<file path="src/design/fuzzy_temperature_controller_macros.svh">
// Assertion macros for the fuzzy temperature controller.
// Used by the top level; expects clk and arst_n in the including scope.
`ifndef FUZZY_TEMPERATURE_CONTROLLER_MACROS_SVH
`define FUZZY_TEMPERATURE_CONTROLLER_MACROS_SVH
`ifndef SYNTH
// same-cycle implication
`define FTC_ASSERT_SAME(name, ante, cons) \
	name: assert property (@(posedge clk) disable iff (!arst_n) (ante) |-> (cons)) \
		else $error("ftc: same-cycle check failed");
// next-cycle implication
`define FTC_ASSERT_NEXT(name, ante, cons) \
	name: assert property (@(posedge clk) disable iff (!arst_n) (ante) |=> (cons)) \
		else $error("ftc: next-cycle check failed");
`else
`define FTC_ASSERT_SAME(name, ante, cons)
`define FTC_ASSERT_NEXT(name, ante, cons)
`endif
`endif

</file>
<file path="src/design/ftc_pkg.sv">
// Shared types and constants of the fuzzy temperature controller.
// No dependencies; used by every module of the block but ftc_div_pipe.
package ftc_pkg;

	localparam int TEMP_W     = 12;
	localparam int CTR_W      = 11;
	localparam int ERR_W      = 13;
	localparam int DIST_W     = ERR_W;
	localparam int DRIVE_W    = 11;
	localparam int DIR_W      = 2;
	localparam int N_SETS     = 3;
	localparam int SET_NEG    = 0;
	localparam int SET_ZERO   = 1;
	localparam int SET_POS    = 2;
	localparam int QUEUE_DEPTH = 2;
	localparam int CFG_IDX_W  = 3;
	localparam int CFG_DATA_W = 12;

	localparam int IN_TDATA_W  = ((TEMP_W + 7) / 8) * 8;
	localparam int OUT_TDATA_W = ((DRIVE_W + DIR_W + 7) / 8) * 8;

	// register indexes
	localparam logic [CFG_IDX_W-1:0] REG_SETPOINT    = 3'd0;
	localparam logic [CFG_IDX_W-1:0] REG_ERROR_LOW   = 3'd1;
	localparam logic [CFG_IDX_W-1:0] REG_ERROR_MID   = 3'd2;
	localparam logic [CFG_IDX_W-1:0] REG_ERROR_HIGH  = 3'd3;
	localparam logic [CFG_IDX_W-1:0] REG_CENTER_COOL = 3'd4;
	localparam logic [CFG_IDX_W-1:0] REG_CENTER_OFF  = 3'd5;
	localparam logic [CFG_IDX_W-1:0] REG_CENTER_HEAT = 3'd6;

	// direction codes
	localparam logic [DIR_W-1:0] DIR_IDLE = 2'd0;
	localparam logic [DIR_W-1:0] DIR_COOL = 2'd1;
	localparam logic [DIR_W-1:0] DIR_HEAT = 2'd2;

	// reset values; temperatures in whole degrees, scaled at the top level
	localparam int RST_SETPOINT_DEG = 22;
	localparam int RST_ERR_DEG      = 10;
	localparam logic signed [CTR_W-1:0] RST_CENTER_COOL = -11'sd1000;
	localparam logic signed [CTR_W-1:0] RST_CENTER_OFF  = 11'sd0;
	localparam logic signed [CTR_W-1:0] RST_CENTER_HEAT = 11'sd1000;

	typedef struct packed {
		logic signed [TEMP_W-1:0] setpoint;
		logic signed [TEMP_W-1:0] error_low;
		logic signed [TEMP_W-1:0] error_mid;
		logic signed [TEMP_W-1:0] error_high;
		logic signed [CTR_W-1:0]  center_cool;
		logic signed [CTR_W-1:0]  center_off;
		logic signed [CTR_W-1:0]  center_heat;
	} cfg_t;

	// one division job per fuzzy set: delta / span, delta <= span
	typedef struct packed {
		logic [N_SETS-1:0][DIST_W-1:0] delta;
		logic [N_SETS-1:0][DIST_W-1:0] span;
	} q_entry_t;

	typedef struct packed {
		logic full;
		logic empty;
	} q_status_t;

endpackage

</file>
<file path="src/design/ftc_front.sv">
// Front half: takes a temperature beat, forms and clamps the error and
// sets up one division job per fuzzy set. Depends on ftc_pkg.
module ftc_front (
	input  logic                                clk,
	input  logic                                arst_n,
	input  ftc_pkg::cfg_t                       cfg,
	input  logic                                in_valid,
	output logic                                in_ready,
	input  logic [ftc_pkg::TEMP_W-1:0]          in_temp,
	input  ftc_pkg::q_status_t                  q_st,
	output logic                                q_push,
	output ftc_pkg::q_entry_t                   q_data
);

	localparam int TW = ftc_pkg::TEMP_W;
	localparam int EW = ftc_pkg::ERR_W;
	localparam int DW = ftc_pkg::DIST_W;
	localparam logic signed [EW-1:0] ONE_E = EW'(1);
	localparam logic [DW-1:0] ONE_D = DW'(1);

	function automatic logic signed [EW-1:0] widen(input logic [TW-1:0] v);
		return $signed({{(EW-TW){v[TW-1]}}, v});
	endfunction

	logic                   v_s1;
	logic signed [EW-1:0]   err_s1;
	logic signed [EW-1:0]   lo;
	logic signed [EW-1:0]   mid;
	logic signed [EW-1:0]   hi;
	logic signed [EW-1:0]   ec1;
	logic signed [EW-1:0]   ec;

	assign in_ready = !v_s1 || !q_st.full;
	assign q_push   = v_s1 && !q_st.full;

	always_ff @(posedge clk or negedge arst_n) begin
		if (!arst_n)
			v_s1 <= 1'b0;
		else if (in_ready)
			v_s1 <= in_valid;
	end

	always_ff @(posedge clk) begin
		if (in_valid && in_ready)
			err_s1 <= widen(cfg.setpoint) - widen(in_temp);
	end

	always_comb begin
		lo  = widen(cfg.error_low);
		mid = widen(cfg.error_mid);
		hi  = widen(cfg.error_high);

		// low bound first, high bound second, even if misordered
		ec1 = (err_s1 <= lo) ? lo + ONE_E : err_s1;
		ec  = (ec1 >= hi) ? hi - ONE_E : ec1;

		// inactive edge: 0 / 1 gives zero membership
		for (int k = 0; k < ftc_pkg::N_SETS; k++) begin
			q_data.delta[k] = '0;
			q_data.span[k]  = ONE_D;
		end

		// negative set: falling edge from low to mid
		if (ec > lo && ec < mid) begin
			q_data.delta[ftc_pkg::SET_NEG] = mid - ec;
			q_data.span[ftc_pkg::SET_NEG]  = mid - lo;
		end

		// zero set: rising low..mid, falling mid..high
		if (ec > lo) begin
			if (ec <= mid) begin
				q_data.delta[ftc_pkg::SET_ZERO] = ec - lo;
				q_data.span[ftc_pkg::SET_ZERO]  = mid - lo;
			end else if (ec < hi) begin
				q_data.delta[ftc_pkg::SET_ZERO] = hi - ec;
				q_data.span[ftc_pkg::SET_ZERO]  = hi - mid;
			end
		end

		// positive set: rising edge from mid to high
		if (ec > mid && ec <= hi) begin
			q_data.delta[ftc_pkg::SET_POS] = ec - mid;
			q_data.span[ftc_pkg::SET_POS]  = hi - mid;
		end
	end

endmodule

</file>
<file path="config.mk">
export PLATFORM = sky130hd
export DESIGN_NAME = ftc_front
export DESIGN_NICKNAME = d
export VERILOG_FILES = /design/src/design/fuzzy_temperature_controller_macros.svh /design/src/design/ftc_pkg.sv /design/src/design/ftc_front.sv
export SDC_FILE = /design/constraint.sdc
export NUM_CORES = 1
export LEC_CHECK = 0
export BUFFER_PORTS_ARGS = -buffer_cell sky130_fd_sc_hd__buf_2
export CORE_MARGIN = 2
export CORE_UTILIZATION = 60
export CTS_BUF_LIST = sky130_fd_sc_hd__clkbuf_4
export CTS_CLUSTER_SIZE = 28
export DETAILED_ROUTE_END_ITERATION = 7
export PLACE_DENSITY = 0.87
export SYNTH_ARGS = -nofsm -noshare
export SYNTH_HDL_FRONTEND = slang
export SYNTH_SLANG_ARGS = --single-unit
</file>
<file path="constraint.sdc">
create_clock -name clk -period 14.3 [get_ports clk]
set_input_delay 2.145 -clock clk [delete_from_list [all_inputs] [get_ports clk]]
set_output_delay 2.145 -clock clk [all_outputs]
set_load 0.02 [all_outputs]
</file>
=== Word-level counts from Yosys, hierarchy flattened ===
Index checks and enable logic that the tools add are counted.

* $add $sub $neg: 9
* $lt $le $gt $ge: 8
* Multiplexer cells: 12
* Reductions and logical operators: 7

{| class="wikitable"
|+ Operators with widths
! cell !! number
|-
| 13-bit 2-to-1 mux || 12
|-
| 13-bit by 12-bit less-or-equal comparator with 1-bit output || 3
|-
| 12-bit by 12-bit subtractor with 13-bit output || 3
|-
| 13-bit by 12-bit greater-than comparator with 1-bit output || 2
|-
| 13-bit by 12-bit < comparator with 1-bit output || 2
|-
| 12-bit by 13-bit subtractor with 13-bit output || 2
|-
| 13-bit by 12-bit subtractor with 13-bit output || 2
|-
| 12-bit by 2-bit adder with 13-bit output, second input constant || 1
|-
| 13-bit by 12-bit >= comparator with 1-bit output || 1
|-
| 12-bit by 2-bit subtractor with 13-bit output, second input constant || 1
|-
| 1-bit logical AND || 4
|-
| 1-bit zero test || 2
|-
| 1-bit logical OR || 1
|}

* Register bits after elaboration: 14
* Input port bits: 98

=== Logic depth before layout (Yosys ltp) ===
* Word-level depth: 8
* Gate-level depth with buffers: 33

=== Worst setup path after synthesis ===
Ideal clock, no wire load.

* Kind: input -> output
* From: input port cfg[68] in the netlist's numbering
* To: output port q_data[71] in the netlist's numbering
* Arrival: 8919 ps
* Slack: 3236 ps
* Cell stages on the path: 31
* Cells stage by stage: inv_1 -> ha_1 -> nand4_1 -> nor4_1 -> a31o_2 -> nor3_1 -> nor2_1 -> buf_1 -> mux2i_1 -> inv_1 -> ha_1 -> nand4_1 -> or2_2 -> a211oi_2 -> or3_1 -> nand2_1 -> clkbuf_1 -> a21boi_0 -> inv_1 -> ha_1 -> a21o_1 -> a21oi_1 -> o211a_1 -> or2_2 -> a21o_1 -> o211ai_2 -> a2111oi_4 -> o21ba_1 -> buf_6 -> buf_6 -> nor4_1

{| class="wikitable"
|+ RTL lines
! what !! line !! source
|-
| start: declaration || ftc_front.sv:6 || <nowiki>input ftc_pkg::cfg_t cfg,</nowiki>
|-
| end: declaration || ftc_front.sv:12 || <nowiki>output ftc_pkg::q_entry_t q_data</nowiki>
|}

==> results.json <==
{
  "area_growth_pct": 13.7,
  "yosysTopAreaCellShare_pct": 22.6,
  "fin_crit_sh_pct": 91.9,
  "timing.final.hold_violations": 0,
  "grt_max_degree": 27,
  "period_needed_ns": 13.14,
  "port_buffers": 143,
  "hold-worst-slack_ns": 0.509,
  "maxSlewViolCount": 0,
  "nNetsFinal": 1212,
  "placement.cell_area_mm2": 0.00707,
  "use_met2_pct": 57.0,
  "fin_cells": 1129,
  "worst_hold_path_type": "reg -> reg",
  "syn_area_mm2": 0.00625,
  "critPathMaxStageDelay_ns": 0.84,
  "synth_top_cells_by_area": "ha_1 23%, xnor2_1 7.3%, inv_1 6.5%",
  "utilization_pct": 69.4,
  "required_ns": 12.15,
  "dieArea_mm2": 0.0112,
  "wl_per_cell_um": 15.9,
  "finalSetupViolCount": 0,
  "clock_skew_ns": 0.00698,
  "maxCapViolCount": 0,
  "syn-num-nets": 1081,
  "slew_headroom_pct": 34.5,
  "fmax_mhz": 76.1,
  "ant_nets": 0,
  "yosys.area.top_type": "ha_1",
  "wl_um": 17900,
  "fin_area_mm2": 0.00710,
  "dieWidth_um": 106,
  "critical-path-top-delay-family": "compound AO/OA/AOI/OAI gates",
  "power_density_mw_per_mm2": 150,
  "die_h_um": 106,
  "timing.final.ws_setup_ns": 1.16,
  "first_pass_iters": 5,
  "yosys.cell_count.top_type": "ha_1",
  "cts_num_sinks": 14,
  "clkTransAtPathRegs_ns": 0.07,
  "p_leak_nw": 3.72,
  "avgViaCountPerCell": 5.90,
  "yosysSeqAreaShare_pct": 6.65,
  "ys_ff_latch": 14,
  "tightest_slew_ns": 0.983,
  "cts_tree": "built",
  "synth_edf_count": 13,
  "drt_iter0_markers": 363,
  "dp_cells": 1125,
  "syn_inst": 863,
  "synthFlopType": "edfxtp_1",
  "drcViolationCount": 0,
  "post_cts_buffers": 0,
  "cp_max_fo": 26,
  "end_kind": "output port",
  "irDropWorstVdd_v": 0.0000915,
  "async_flop_share_pct": 7.14,
  "overflow": 0,
  "use_met3_pct": 3.00,
  "timing.critical_path.buf_inv": 5,
  "gr-usage-met1_pct": 36.1,
  "p_total_mw": 1.07,
  "dp_slack_ns": 1.35,
  "yosysUniqueCellTypes": 68,
  "cts_made_buffers": 3,
  "n_antenna_cell": 0,
  "grt_pass1_vias": 6261,
  "status": "finished clean",
  "tns_ns": 0,
  "grt_antenna_before_repair": 0,
  "cts_max_path_buffers": 2,
  "htreeDepth": 1,
  "initial_core_util_pct": 61.1,
  "cts-root-buf": "clkbuf_4",
  "insertion_delay_ns": 0.28,
  "cp-start-kind": "input pin",
  "crit_type": "in -> out",
  "layout-drive-gt1-share_pct": 17.5,
  "core_mm2": 0.0102,
  "row_count": 37,
  "rsz0062_at_grt": "false",
  "ys_top_cells_by_count": "113 x ha_1, 109 x inv_1, 75 x nor2_1",
  "syn-mean-instance-area_um2": 7.24,
  "hpwlAfterDp_um": 15500,
  "grt_usage_pct": 30.5,
  "holdBufCountCts": 0,
  "grt_pass1_wl_um": 28400,
  "cp_data_arrival_time_ns": 10.99,
  "grt.busiest_layer": "met2",
  "gp_congestion": 0.964,
  "cts_resized": 0,
  "io_pins": 178,
  "num-fill-cells": 917,
  "vias": 6658,
  "yosysWarnings": 0,
  "critPathSlowestCell": "o21ba_1"
}
[registers in the layout (all words and copies together) (netlist names)]
| register | count |
|---|---|
| err_s1 | 13 |
| v_s1 | 1 |
[routing by layer]
layer  share of wire (%)  wire, um  vias up
met4                 2.9       512        0
li1                    -         -     3342
met2                  48      8690      243
met5                   0         0        -
met3                 6.3      1130       37
met1                  42      7590     3036
[placed cells by master (no fill, tap or decap), drive strengths merged, types with 7 or more instances in the layout]
cell type  synthesis  layout
a31oi              9       9
buf                7     150
a21boi            21      21
fa                 7       7
nor2              75      75
o21a               7       7
a22o              10      10
ha               113     113
nor4              14      14
nand2             64      64
nand4             14      14
a21oi             46      46
a211oi             9       9
nor2b             23      23
xor2              19      19
or3               12      12
a21o              28      28
o21bai            11      11
nand2b            11      11
nand3             14      14
o21ai             54      54
edfxtp            13      13
nor3              28      28
xnor2             52      52
inv              109     109
a2bb2o             8       8
[final timing paths]
| check | cells after the start | startpoint | slack, ns | to |
|---|---|---|---|---|
| min in group asynchronous | 1 | arst_n | 1.62 | v_s1$_DFFE_PN0N_ |
| worst min-delay path | 2 | v_s1$_DFFE_PN0N_ | 0.51 | v_s1$_DFFE_PN0N_ |
| worst max register to register | 2 | v_s1$_DFFE_PN0N_ | 12.99 | err_s1[5]$_DFFE_PP_ |
| worst max-delay path | 29 | cfg[68] | 1.16 | q_data[38] |
| max in group asynchronous | 1 | arst_n | 12.59 | v_s1$_DFFE_PN0N_ |
| worst min register to register | 2 | v_s1$_DFFE_PN0N_ | 0.51 | v_s1$_DFFE_PN0N_ |
[cells by family (layout without fill, tap and decap cells)]
kind of cell / Yosys count / after routing / synth area share [%]
and+or+nand+nor: 282 / 282 / 23.0
muxes: 3 / 3 / 0.480
AOI/OAI and AO/OA: 240 / 240 / 26.5
DFF: 14 / 14 / 6.65
buffers and inverters: 133 / 263 / 8.49
xor gates and xnor gates: 71 / 71 / 9.95
adders and majority gates: 120 / 120 / 24.9
[tightest hold or removal path, cell delays in order (launching register included)]
cell	delay, ns
dfrtp_1	0.34
nand2_1	0.07
nand2b_1	0.07
[power breakdown]
group	total [mW]	leakage, nW	switching [mW]	internal, mW
Sequential	0.0526	0.134	0.00200	0.0506
Clock	0.0252	0.0184	0.0125	0.0127
Combinational	0.989	3.57	0.615	0.374
[final cells by class]
| class | count | area, um2 | area share [%] |
|---|---|---|---|
| inverter | 109 | 409 | 5.76 |
| sequential | 14 | 415 | 5.85 |
| clock buffer | 4 | 30.0 | 0.423 |
| tap | 136 | 170 | 2.40 |
| timing repair buffer | 150 | 768 | 10.8 |
| multi-input combinational | 716 | 5310 | 74.8 |
Power figures use the tool's default switching activity.
