===== src/design/fuzzy_temperature_controller_macros.svh =====
// Assertion macros for the fuzzy temperature controller.
// Used by the top level; expects clk and arst_n in the including scope.
`ifndef FUZZY_TEMPERATURE_CONTROLLER_MACROS_SVH
`define FUZZY_TEMPERATURE_CONTROLLER_MACROS_SVH
`ifndef SYNTH
// same-cycle implication
`define FTC_ASSERT_SAME(name, ante, cons) \
	name: assert property (@(posedge clk) disable iff (!arst_n) (ante) |-> (cons)) \
		else $error("ftc: same-cycle check failed");
// next-cycle implication
`define FTC_ASSERT_NEXT(name, ante, cons) \
	name: assert property (@(posedge clk) disable iff (!arst_n) (ante) |=> (cons)) \
		else $error("ftc: next-cycle check failed");
`else
`define FTC_ASSERT_SAME(name, ante, cons)
`define FTC_ASSERT_NEXT(name, ante, cons)
`endif
`endif


===== src/design/ftc_pkg.sv =====
// Shared types and constants of the fuzzy temperature controller.
// No dependencies; used by every module of the block but ftc_div_pipe.
package ftc_pkg;

	localparam int TEMP_W     = 12;
	localparam int CTR_W      = 11;
	localparam int ERR_W      = 13;
	localparam int DIST_W     = ERR_W;
	localparam int DRIVE_W    = 11;
	localparam int DIR_W      = 2;
	localparam int N_SETS     = 3;
	localparam int SET_NEG    = 0;
	localparam int SET_ZERO   = 1;
	localparam int SET_POS    = 2;
	localparam int QUEUE_DEPTH = 2;
	localparam int CFG_IDX_W  = 3;
	localparam int CFG_DATA_W = 12;

	localparam int IN_TDATA_W  = ((TEMP_W + 7) / 8) * 8;
	localparam int OUT_TDATA_W = ((DRIVE_W + DIR_W + 7) / 8) * 8;

	// register indexes
	localparam logic [CFG_IDX_W-1:0] REG_SETPOINT    = 3'd0;
	localparam logic [CFG_IDX_W-1:0] REG_ERROR_LOW   = 3'd1;
	localparam logic [CFG_IDX_W-1:0] REG_ERROR_MID   = 3'd2;
	localparam logic [CFG_IDX_W-1:0] REG_ERROR_HIGH  = 3'd3;
	localparam logic [CFG_IDX_W-1:0] REG_CENTER_COOL = 3'd4;
	localparam logic [CFG_IDX_W-1:0] REG_CENTER_OFF  = 3'd5;
	localparam logic [CFG_IDX_W-1:0] REG_CENTER_HEAT = 3'd6;

	// direction codes
	localparam logic [DIR_W-1:0] DIR_IDLE = 2'd0;
	localparam logic [DIR_W-1:0] DIR_COOL = 2'd1;
	localparam logic [DIR_W-1:0] DIR_HEAT = 2'd2;

	// reset values; temperatures in whole degrees, scaled at the top level
	localparam int RST_SETPOINT_DEG = 22;
	localparam int RST_ERR_DEG      = 10;
	localparam logic signed [CTR_W-1:0] RST_CENTER_COOL = -11'sd1000;
	localparam logic signed [CTR_W-1:0] RST_CENTER_OFF  = 11'sd0;
	localparam logic signed [CTR_W-1:0] RST_CENTER_HEAT = 11'sd1000;

	typedef struct packed {
		logic signed [TEMP_W-1:0] setpoint;
		logic signed [TEMP_W-1:0] error_low;
		logic signed [TEMP_W-1:0] error_mid;
		logic signed [TEMP_W-1:0] error_high;
		logic signed [CTR_W-1:0]  center_cool;
		logic signed [CTR_W-1:0]  center_off;
		logic signed [CTR_W-1:0]  center_heat;
	} cfg_t;

	// one division job per fuzzy set: delta / span, delta <= span
	typedef struct packed {
		logic [N_SETS-1:0][DIST_W-1:0] delta;
		logic [N_SETS-1:0][DIST_W-1:0] span;
	} q_entry_t;

	typedef struct packed {
		logic full;
		logic empty;
	} q_status_t;

endpackage


===== src/design/ftc_queue.sv =====
// Short register queue between the front and back halves.
// Depends on ftc_pkg (entry and status types, depth).
module ftc_queue (
	input  logic                clk,
	input  logic                arst_n,
	input  logic                push,
	input  ftc_pkg::q_entry_t   wr_data,
	input  logic                pop,
	output ftc_pkg::q_entry_t   rd_data,
	output ftc_pkg::q_status_t  st
);

	localparam int DEPTH = ftc_pkg::QUEUE_DEPTH;
	localparam int PTR_W = (DEPTH > 1) ? $clog2(DEPTH) : 1;
	localparam int CNT_W = $clog2(DEPTH + 1);
	localparam logic [PTR_W-1:0] LAST = PTR_W'(DEPTH - 1);
	localparam logic [CNT_W-1:0] FULL_CNT = CNT_W'(DEPTH);
	localparam logic [CNT_W-1:0] CNT_ONE = CNT_W'(1);

	ftc_pkg::q_entry_t ent_q [DEPTH];
	logic [PTR_W-1:0]  wr_ptr_q;
	logic [PTR_W-1:0]  rd_ptr_q;
	logic [CNT_W-1:0]  cnt_q;

	function automatic logic [PTR_W-1:0] next_ptr(input logic [PTR_W-1:0] p);
		return (p == LAST) ? '0 : p + 1'b1;
	endfunction

	always_ff @(posedge clk or negedge arst_n) begin
		if (!arst_n) begin
			wr_ptr_q <= '0;
			rd_ptr_q <= '0;
			cnt_q    <= '0;
		end else begin
			if (push)
				wr_ptr_q <= next_ptr(wr_ptr_q);
			if (pop)
				rd_ptr_q <= next_ptr(rd_ptr_q);
			if (push && !pop)
				cnt_q <= cnt_q + CNT_ONE;
			else if (pop && !push)
				cnt_q <= cnt_q - CNT_ONE;
		end
	end

	always_ff @(posedge clk) begin
		if (push)
			ent_q[wr_ptr_q] <= wr_data;
	end

	assign rd_data  = ent_q[rd_ptr_q];
	assign st.full  = cnt_q == FULL_CNT;
	assign st.empty = cnt_q == '0;

endmodule


===== config.mk =====
export PLATFORM = sky130hd
export DESIGN_NAME = ftc_queue
export DESIGN_NICKNAME = d
export VERILOG_FILES = /design/src/design/fuzzy_temperature_controller_macros.svh /design/src/design/ftc_pkg.sv /design/src/design/ftc_queue.sv
export SDC_FILE = /design/constraint.sdc
export NUM_CORES = 1
export LEC_CHECK = 0
export ABC_AREA = 0
export BUFFER_PORTS_ARGS = -buffer_cell sky130_fd_sc_hd__buf_2
export CORE_UTILIZATION = 57
export CTS_BUF_LIST = sky130_fd_sc_hd__clkbuf_8
export DETAILED_ROUTE_END_ITERATION = 8
export PLACE_DENSITY_LB_ADDON = 0.2
export SLEW_MARGIN = 40
export SYNTH_ARGS = -nofsm -noshare
export SYNTH_HDL_FRONTEND = slang
export SYNTH_SLANG_ARGS = --single-unit

===== constraint.sdc =====
create_clock -name clk -period 6.55 [get_ports clk]
set_input_delay 0 -clock clk [delete_from_list [all_inputs] [get_ports clk]]
set_output_delay 0 -clock clk [all_outputs]
set_load 0.01 [all_outputs]

Word-level counts from Yosys, hierarchy flattened. Memories as Yosys holds them, arrays and structs flattened. Index checks and enable logic that the tools add are counted.

Bits in registers: 4. Memory bits (writable): 156. Bits of input ports: 82. Word-level logic and storage cells: 21. Memories kept: 1.

Add/sub/neg operators: 4. Equal/unequal tests: 1. Muxes and demuxes: 6. Reduce and logical (&&, ||, !) cells: 6.

Memories: ent_q (depth 2, width 78, rd ports 1, clocked after memory_dff 0, wr ports 1, RTL line ftc_queue.sv:20) `ftc_pkg::q_entry_t ent_q [DEPTH];`.

Operators with widths (number): 2-to-1 mux 1 bit (4); 2-to-1 mux 2 bit (2); adder 1 bit (second input constant) (2); adder 2 x 1 -> 2 bit (second input constant) (1); equality test 2 bit (second input constant) (1); logical AND 1 bit (2); zero test 1 bit (2); zero test 2 bit (1); nonzero test 2 bit (1); subtractor 2 x 1 -> 2 bit (second input constant) (1).

Depth between registers and ports, before layout. Gate-level depths: netlist of run 1.

Word-level depth: 4. Depth in mapped cells: 5.

Worst setup path after synthesis of run 1. OpenSTA, ideal clock, no wires.

Path kind: register to register. Start point: register wr_ptr_q. End point: memory ent_q[0][0] (netlist bit) (enable). Setup time: 0.524 ns. Arrival time: 3.862 ns. Data required time: 6.026 ns. Setup slack: 2.164 ns. Cell stages (with the launch flop): 2. Period minus slack after synthesis: 4.386 ns. Path through: dfrtp_1 nor2b_1.

RTL lines: start: declaration (RTL line ftc_queue.sv:21) `logic [PTR_W-1:0] wr_ptr_q;`; start signal: assignment (RTL line ftc_queue.sv:36) `wr_ptr_q <= next_ptr(wr_ptr_q);`; end: declaration (RTL line ftc_queue.sv:20).

No word-level cell before the write port.

==> results.json, run 1 <==
{
  "yosysWarnings": 0,
  "die_area_sq_um": 10670,
  "drc": 0,
  "diodes": 0,
  "core_sq_um": 9864,
  "finalCriticalPeriod_ns": 2.126,
  "path_clk_slew_ns": 0.09,
  "ys_seq_area_share_pct": 81.78,
  "vias": 3294,
  "worstPathArrival_ns": 2.13,
  "fp.dieH_microns": 103.3,
  "grt_start_max_net_pins": 42,
  "final-setup-viol-count": 0,
  "clockBufferDepth": 2,
  "r2r_end": "ent_q[0][33]",
  "r2r_cells": 2,
  "ioPinCount": 162,
  "fin_ws_ns": 4.424,
  "period_share_pct": 32.46,
  "track_usage_pct": 22.27,
  "cts_tree": "done",
  "crit_buf_inv": 2,
  "numCtsBuffers": 17,
  "synth_area_leaders": "edfxtp_1 80%, mux2_2 13%, mux2_4 2.6%, dfrtp_1 1.7%, xor2_1 0.60%",
  "maxCapViolCount": 0,
  "post-place-cells": 550,
  "crit_fanout": 41,
  "min_to": "ent_q[0][70]",
  "hold_violations": 0,
  "final_cell_count_no_fill": 664,
  "gp_congestion": 0.6958,
  "clock_skew_ns": 0.01151,
  "drt-vias-per-instance": 4.961,
  "holdPathStages": 2,
  "fmax_mhz": 470.4,
  "initial_core_util_pct": 59.31,
  "synth_cells": 259,
  "drt_first_pass_iters": 4,
  "first_iter_violations": 109,
  "area_growth_pct": 38.32,
  "peakVddDrop_v": 0.0003872,
  "critPathKind": "register to output port",
  "fin_util_pct": 82.04,
  "cts-resized-gates": 0,
  "required_ns": 6.55,
  "crit_path_end_kind": "output port",
  "synth_cell_type_count": 13,
  "leakage_nw": 3.134,
  "grt_pass1_vias": 3416,
  "hp-class": "input pin to register",
  "syn-num-nets": 342,
  "synth_top_area_cell": "edfxtp_1",
  "final_max_slew_viol_count": 0,
  "dp_slack_ns": 4.872,
  "r2r-start": "wr_ptr_q",
  "r2r_slack_ns": 4.91,
  "synth_top_area_share_pct": 80.07,
  "wl_per_cell_microns": 17.40,
  "final_nets": 601,
  "row_count": 36,
  "root_buffer": "clkbuf_8",
  "rsz0062_at_grt": "no",
  "htreeDepth": 4,
  "drive_above_1_share_pct": 51.41,
  "cts_sinks": 160,
  "synth_area_sq_um": 5851,
  "ant_nets": 0,
  "slowest_delay_ns": 0.82,
  "p_per_area_nw_per_um2": 381.1,
  "start_kind": "register",
  "critical_path.cell_chain": "buf_12, mux2_2, buf_2",
  "grt_pass1_wl_microns": 16570,
  "holdCritStartpoint": "wr_data[70]",
  "clkLatencyLatePin_ns": 0.43,
  "drt_wl_total_microns": 11550,
  "status": "finished clean",
  "tightest_slew_ns": 0.6090,
  "dp_hpwl_microns": 6629,
  "antenna_found_initial": 0,
  "ys_ff_latch": 160,
  "grt-ovfl-total": 0,
  "avgSynthCellArea_sq_um": 22.59,
  "crit_family": "flip-flops",
  "port_buffers": 161,
  "fp.dieW_microns": 103.3,
  "cp_slowest_cell": "dfrtp_4",
  "fin_tns_setup_ns": 0,
  "slew-limit-headroom_pct": 59.40
}
kinds of logic after synthesis:
| family | count (synthesis) | share of synthesized area, % |
|---|---|---|
| XOR/XNOR | 5 | 0.7485 |
| adder cells (fa/ha/maj) | 1 | 0.2138 |
| buffers and inverters | 10 | 1.155 |
| flip-flops | 160 | 81.78 |
| multiplexers | 78 | 15.65 |
| AND/OR/NAND/NOR | 5 | 0.4492 |
report_power, final:
| group | leakage (nW) | internal [mW] | total [mW] | switching [mW] |
|---|---|---|---|---|
| Sequential | 1.51 | 1.36 | 1.47 | 0.108 |
| Clock | 0.195 | 0.368 | 0.702 | 0.334 |
| Combinational | 1.43 | 0.473 | 0.916 | 0.443 |
| Total | 3.13 | 2.20 | 3.08 | 0.886 |
state kept, by name, summed over array words and instances, names as in the netlist:
name      flops
ent_q       156
cnt_q         2
rd_ptr_q      1
wr_ptr_q      1
stage by stage:
step	area (sq um)	hold slack, ns	power [mW]
after floorplan	5851	-0.2956	2.026
after global placement	6780	-0.1904	2.299
after detailed placement	6883	-0.1902	2.358
after CTS	8093	0.2583	3.089
after global routing	8093	0.2648	3.219
final	8093	0.2907	3.084
cells in the mapped netlist:
| master | number |
|---|---|
| xnor2_1 | 1 |
| ha_1 | 1 |
| nor2b_1 | 2 |
| dfrtp_1 | 4 |
| mux2_2 | 68 |
| and2_1 | 1 |
| xor2_1 | 4 |
| nor2_1 | 2 |
| edfxtp_1 | 156 |
| mux2_4 | 10 |
| buf_6 | 3 |
| inv_1 | 1 |
| buf_2 | 6 |
routing by layer:
layer / vias up / global-route usage [%] / routed length [microns]
li1: 1540 / - / -
met2: 123 / 40.31 / 6222
met5: - / 0 / 0
met3: 16 / 7.056 / 688
met1: 1615 / 23.97 / 4479
met4: 0 / 9.859 / 163
worst max-delay path by stage:
| stage | from | endpoint | cells after the start |
|---|---|---|---|
| finish | rd_ptr_q | rd_data[19] | 3 |
| global placement | wr_ptr_q | ent_q[0][70] | 2 |
| global route | rd_ptr_q | rd_data[7] | 3 |
| floorplan | wr_ptr_q | ent_q[0][0] | 1 |
| CTS | rd_ptr_q | rd_data[11] | 3 |
| detailed placement | wr_ptr_q | ent_q[0][27] | 2 |
cell type report:
type | instances | area (sq um)
Tap cell | 133 | 166.4
Multi-Input combinational cell | 89 | 1008
Sequential cell | 160 | 4788
Inverter | 1 | 3.754
Clock inverter | 15 | 155.1
Clock buffer | 17 | 234.0
Fill cell | 512 | 1772
Timing Repair Buffer | 249 | 1737
what timing repair did:
action,CTS,global route
setup buffers,0,0
endpoints found under the hold margin,163,0
hold buffers,82,0
placed cells by master (no fill, tap or decap), types with 3 or more instances in the layout:
master         netlist  routed
inv_1                1       5
dfrtp_1              4       3
clkinvlp_4           0       4
clkbuf_8             0      17
buf_2                6     161
clkinv_1             0       3
dlygate4sd3_1        0      82
mux2_2              68      68
xor2_1               4       4
mux2_4              10      10
buf_12               0       3
bufinv_16            0       3
edfxtp_1           156     156
No activity file was read; power rests on OpenSTA's default activity.
==> run 2: changes to the inputs <==
--- a/config.mk
+++ b/config.mk
@@ -7,7 +7,7 @@
 export LEC_CHECK = 0
 export ABC_AREA = 0
 export BUFFER_PORTS_ARGS = -buffer_cell sky130_fd_sc_hd__buf_2
-export CORE_UTILIZATION = 57
+export CORE_UTILIZATION = 54
 export CTS_BUF_LIST = sky130_fd_sc_hd__clkbuf_8
 export DETAILED_ROUTE_END_ITERATION = 8
 export PLACE_DENSITY_LB_ADDON = 0.2
==> constraint.sdc (replaced) <==
create_clock -name clk -period 2 [get_ports clk]
set_input_delay 0 -clock clk [delete_from_list [all_inputs] [get_ports clk]]
set_output_delay 0 -clock clk [all_outputs]
set_load 0.01 [all_outputs]
==> run 2 against run 1 <==
Via count decreased by 0.36%. Hold slack worse by 0.0068 ns. Critical path depth is the same. Combinational power rose to 3.3 times the previous value. Utilization fell by 4.4 points. Final cell count increased by 0.30%. Register-to-register slack got worse by 4.3 ns. Wire length down 7.0%. Global-route usage decreased by 2.2 points. First-iteration DRC count up 28%. Sequential share of layout area grew 0.064 points. Critical endpoint is now rd_data[9]. Largest power group unchanged.
==> results.json, run 2 (synthesis gave the netlist of run 1 again) <==
{
  "status": "finished clean",
  "clock_skew_ns": 0.01115,
  "diodes": 0,
  "tightest_slew_ns": 0.3378,
  "final-setup-viol-count": 0,
  "grt_start_max_net_pins": 63,
  "hold_violations": 0,
  "cts_tree": "done",
  "crit_path_end_kind": "output port",
  "fill_cells": 605,
  "grt_pass1_wl_microns": 16420,
  "track_usage_pct": 20.06,
  "place_area_sq_um": 6884,
  "min_to": "ent_q[1][4]",
  "vias": 3282,
  "drive_above_1_share_pct": 52.26,
  "port_buffers": 161,
  "maxCapViolCount": 0,
  "htreeDepth": 4,
  "switching_share_pct": 28.79,
  "power.switching_mw": 2.872,
  "holdBufCountCts": 82,
  "clockBufferDepth": 2,
  "finalCriticalPeriod_ns": 1.851,
  "final_cell_count_no_fill": 666,
  "fp.dieW_microns": 106.1,
  "grt-ovfl-total": 0,
  "hp-class": "input pin to register",
  "core_sq_um": 10420,
  "initial_core_util_pct": 56.17,
  "peakVddDrop_v": 0.0009117,
  "fin_tns_setup_ns": 0,
  "worstPathArrival_ns": 1.85,
  "cts_setup_buffers": 0,
  "numCtsBuffers": 17,
  "fmax_mhz": 540.1,
  "area_growth_pct": 38.17,
  "slew-limit-headroom_pct": 77.48,
  "crit_fanout": 31,
  "gp_congestion": 0.7283,
  "critical_path.cell_chain": "buf_12, mux2_2, buf_2",
  "row_count": 37,
  "root_buffer": "clkbuf_8",
  "cp_slowest_cell": "dfrtp_4",
  "r2r-start": "wr_ptr_q",
  "final_nets": 601,
  "cts_sinks": 160,
  "final_common_cell": "buf_2",
  "comb_power_share_pct": 30.5,
  "antenna_found_initial": 0,
  "cts-resized-gates": 0,
  "r2r_slack_ns": 0.61,
  "top_register": "ent_q",
  "holdPathStages": 2,
  "p_per_area_nw_per_um2": 1234,
  "stdcell_area_sq_um": 8084,
  "rsz0062_at_grt": "no",
  "dp_hpwl_microns": 6334,
  "ioPinCount": 162,
  "period_share_pct": 92.57,
  "drt_first_pass_iters": 4,
  "clkLatencyLatePin_ns": 0.44,
  "r2r_cells": 2,
  "path_clk_slew_ns": 0.08,
  "final_cell_mix": "161 x buf_2, 156 x edfxtp_1, 82 x dlygate4sd3_1",
  "drc": 0,
  "critPathKind": "register to output port",
  "slowest_delay_ns": 0.63,
  "drt-vias-per-instance": 4.928,
  "required_ns": 2.00,
  "largest_registers": "ent_q (156), cnt_q (2)",
  "first_iter_violations": 140,
  "power_frac_clock_pct": 22.3,
  "fp.dieH_microns": 106.1,
  "ant_nets": 0,
  "r2r_end": "ent_q[1][71]",
  "die_area_sq_um": 11260,
  "whs_ns": 0.2838,
  "start_kind": "register",
  "largest_reg_flops": 156,
  "p_int_mw": 7.105,
  "final_max_slew_viol_count": 0,
  "drt_wl_total_microns": 10740,
  "grt_pass1_vias": 3414,
  "post-place-cells": 553,
  "holdCritStartpoint": "wr_data[4]",
  "wl_per_cell_microns": 16.13,
  "p_seq_share_pct": 47.1,
  "leakage_nw": 3.121
}
run 2: cell count changes in the layout (fill, tap and decap cells not counted), sizes merged:
cell and change:
bufinv -1, clkinv -1, clkinvlp +1
run 2: worst max-delay path: cells and delay by family, from the launching register on:
kind                   cells  cell delay [ns]
buffers and inverters      2             0.40
flip-flops                 1             0.63
multiplexers               1             0.37
run 2: final cells by class:
cell class | count | area (sq um) | share of cell area [%]
clock buffer | 17 | 234.0 | 2.894
clock inverter | 14 | 145.1 | 1.795
inverter | 1 | 3.754 | 0.04643
multi-input combinational | 89 | 1008 | 12.47
sequential | 160 | 4788 | 59.23
tap | 136 | 170.2 | 2.105
timing repair buffer | 249 | 1734 | 21.45
run 2: per-stage QoR:
stage	setup slack [ns]	utilization (%)	power [mW]
2_1_floorplan	-0.004319	-	6.596
3_3_place_gp	0.6072	66.09	7.671
3_5_place_dp	0.6039	66.09	7.712
4_1_cts	0.1010	77.61	10.06
5_1_grt	0.05222	77.61	10.43
6_report	0.1486	77.61	9.977
run 2: how the worst max path moves through the flow:
| stage | from | cells past startpoint | slack, ns | end |
|---|---|---|---|---|
| 2_1_floorplan | wr_ptr_q | 1 | -0.004 | ent_q[0][0] |
| 3_3_place_gp | rd_ptr_q | 3 | 0.61 | rd_data[34] |
| 4_1_cts | rd_ptr_q | 3 | 0.10 | rd_data[34] |
| 5_1_grt | rd_ptr_q | 3 | 0.05 | rd_data[40] |
| 6_report | rd_ptr_q | 3 | 0.15 | rd_data[9] |
| 3_5_place_dp | rd_ptr_q | 3 | 0.60 | rd_data[6] |
run 2: power groups by stage:
stage | clock network, mW | registers, mW | logic, mW
floorplan | 0 | 4.65 | 1.95
global placement | 0 | 4.75 | 2.93
detailed placement | 0 | 4.78 | 2.94
CTS | 2.28 | 4.70 | 3.07
global route | 2.40 | 4.76 | 3.27
finish | 2.23 | 4.70 | 3.05
run 2: routing by layer:
| layer | track usage [%] | wire (microns) | share of wire, % | up-vias |
|---|---|---|---|---|
| met5 | 0 | 0 | 0 | - |
| met4 | 9.127 | 194 | 1.8 | 0 |
| met3 | 6.376 | 613 | 5.7 | 18 |
| met2 | 35.39 | 5771 | 54 | 116 |
| met1 | 22.12 | 4162 | 39 | 1606 |
| li1 | - | - | - | 1542 |
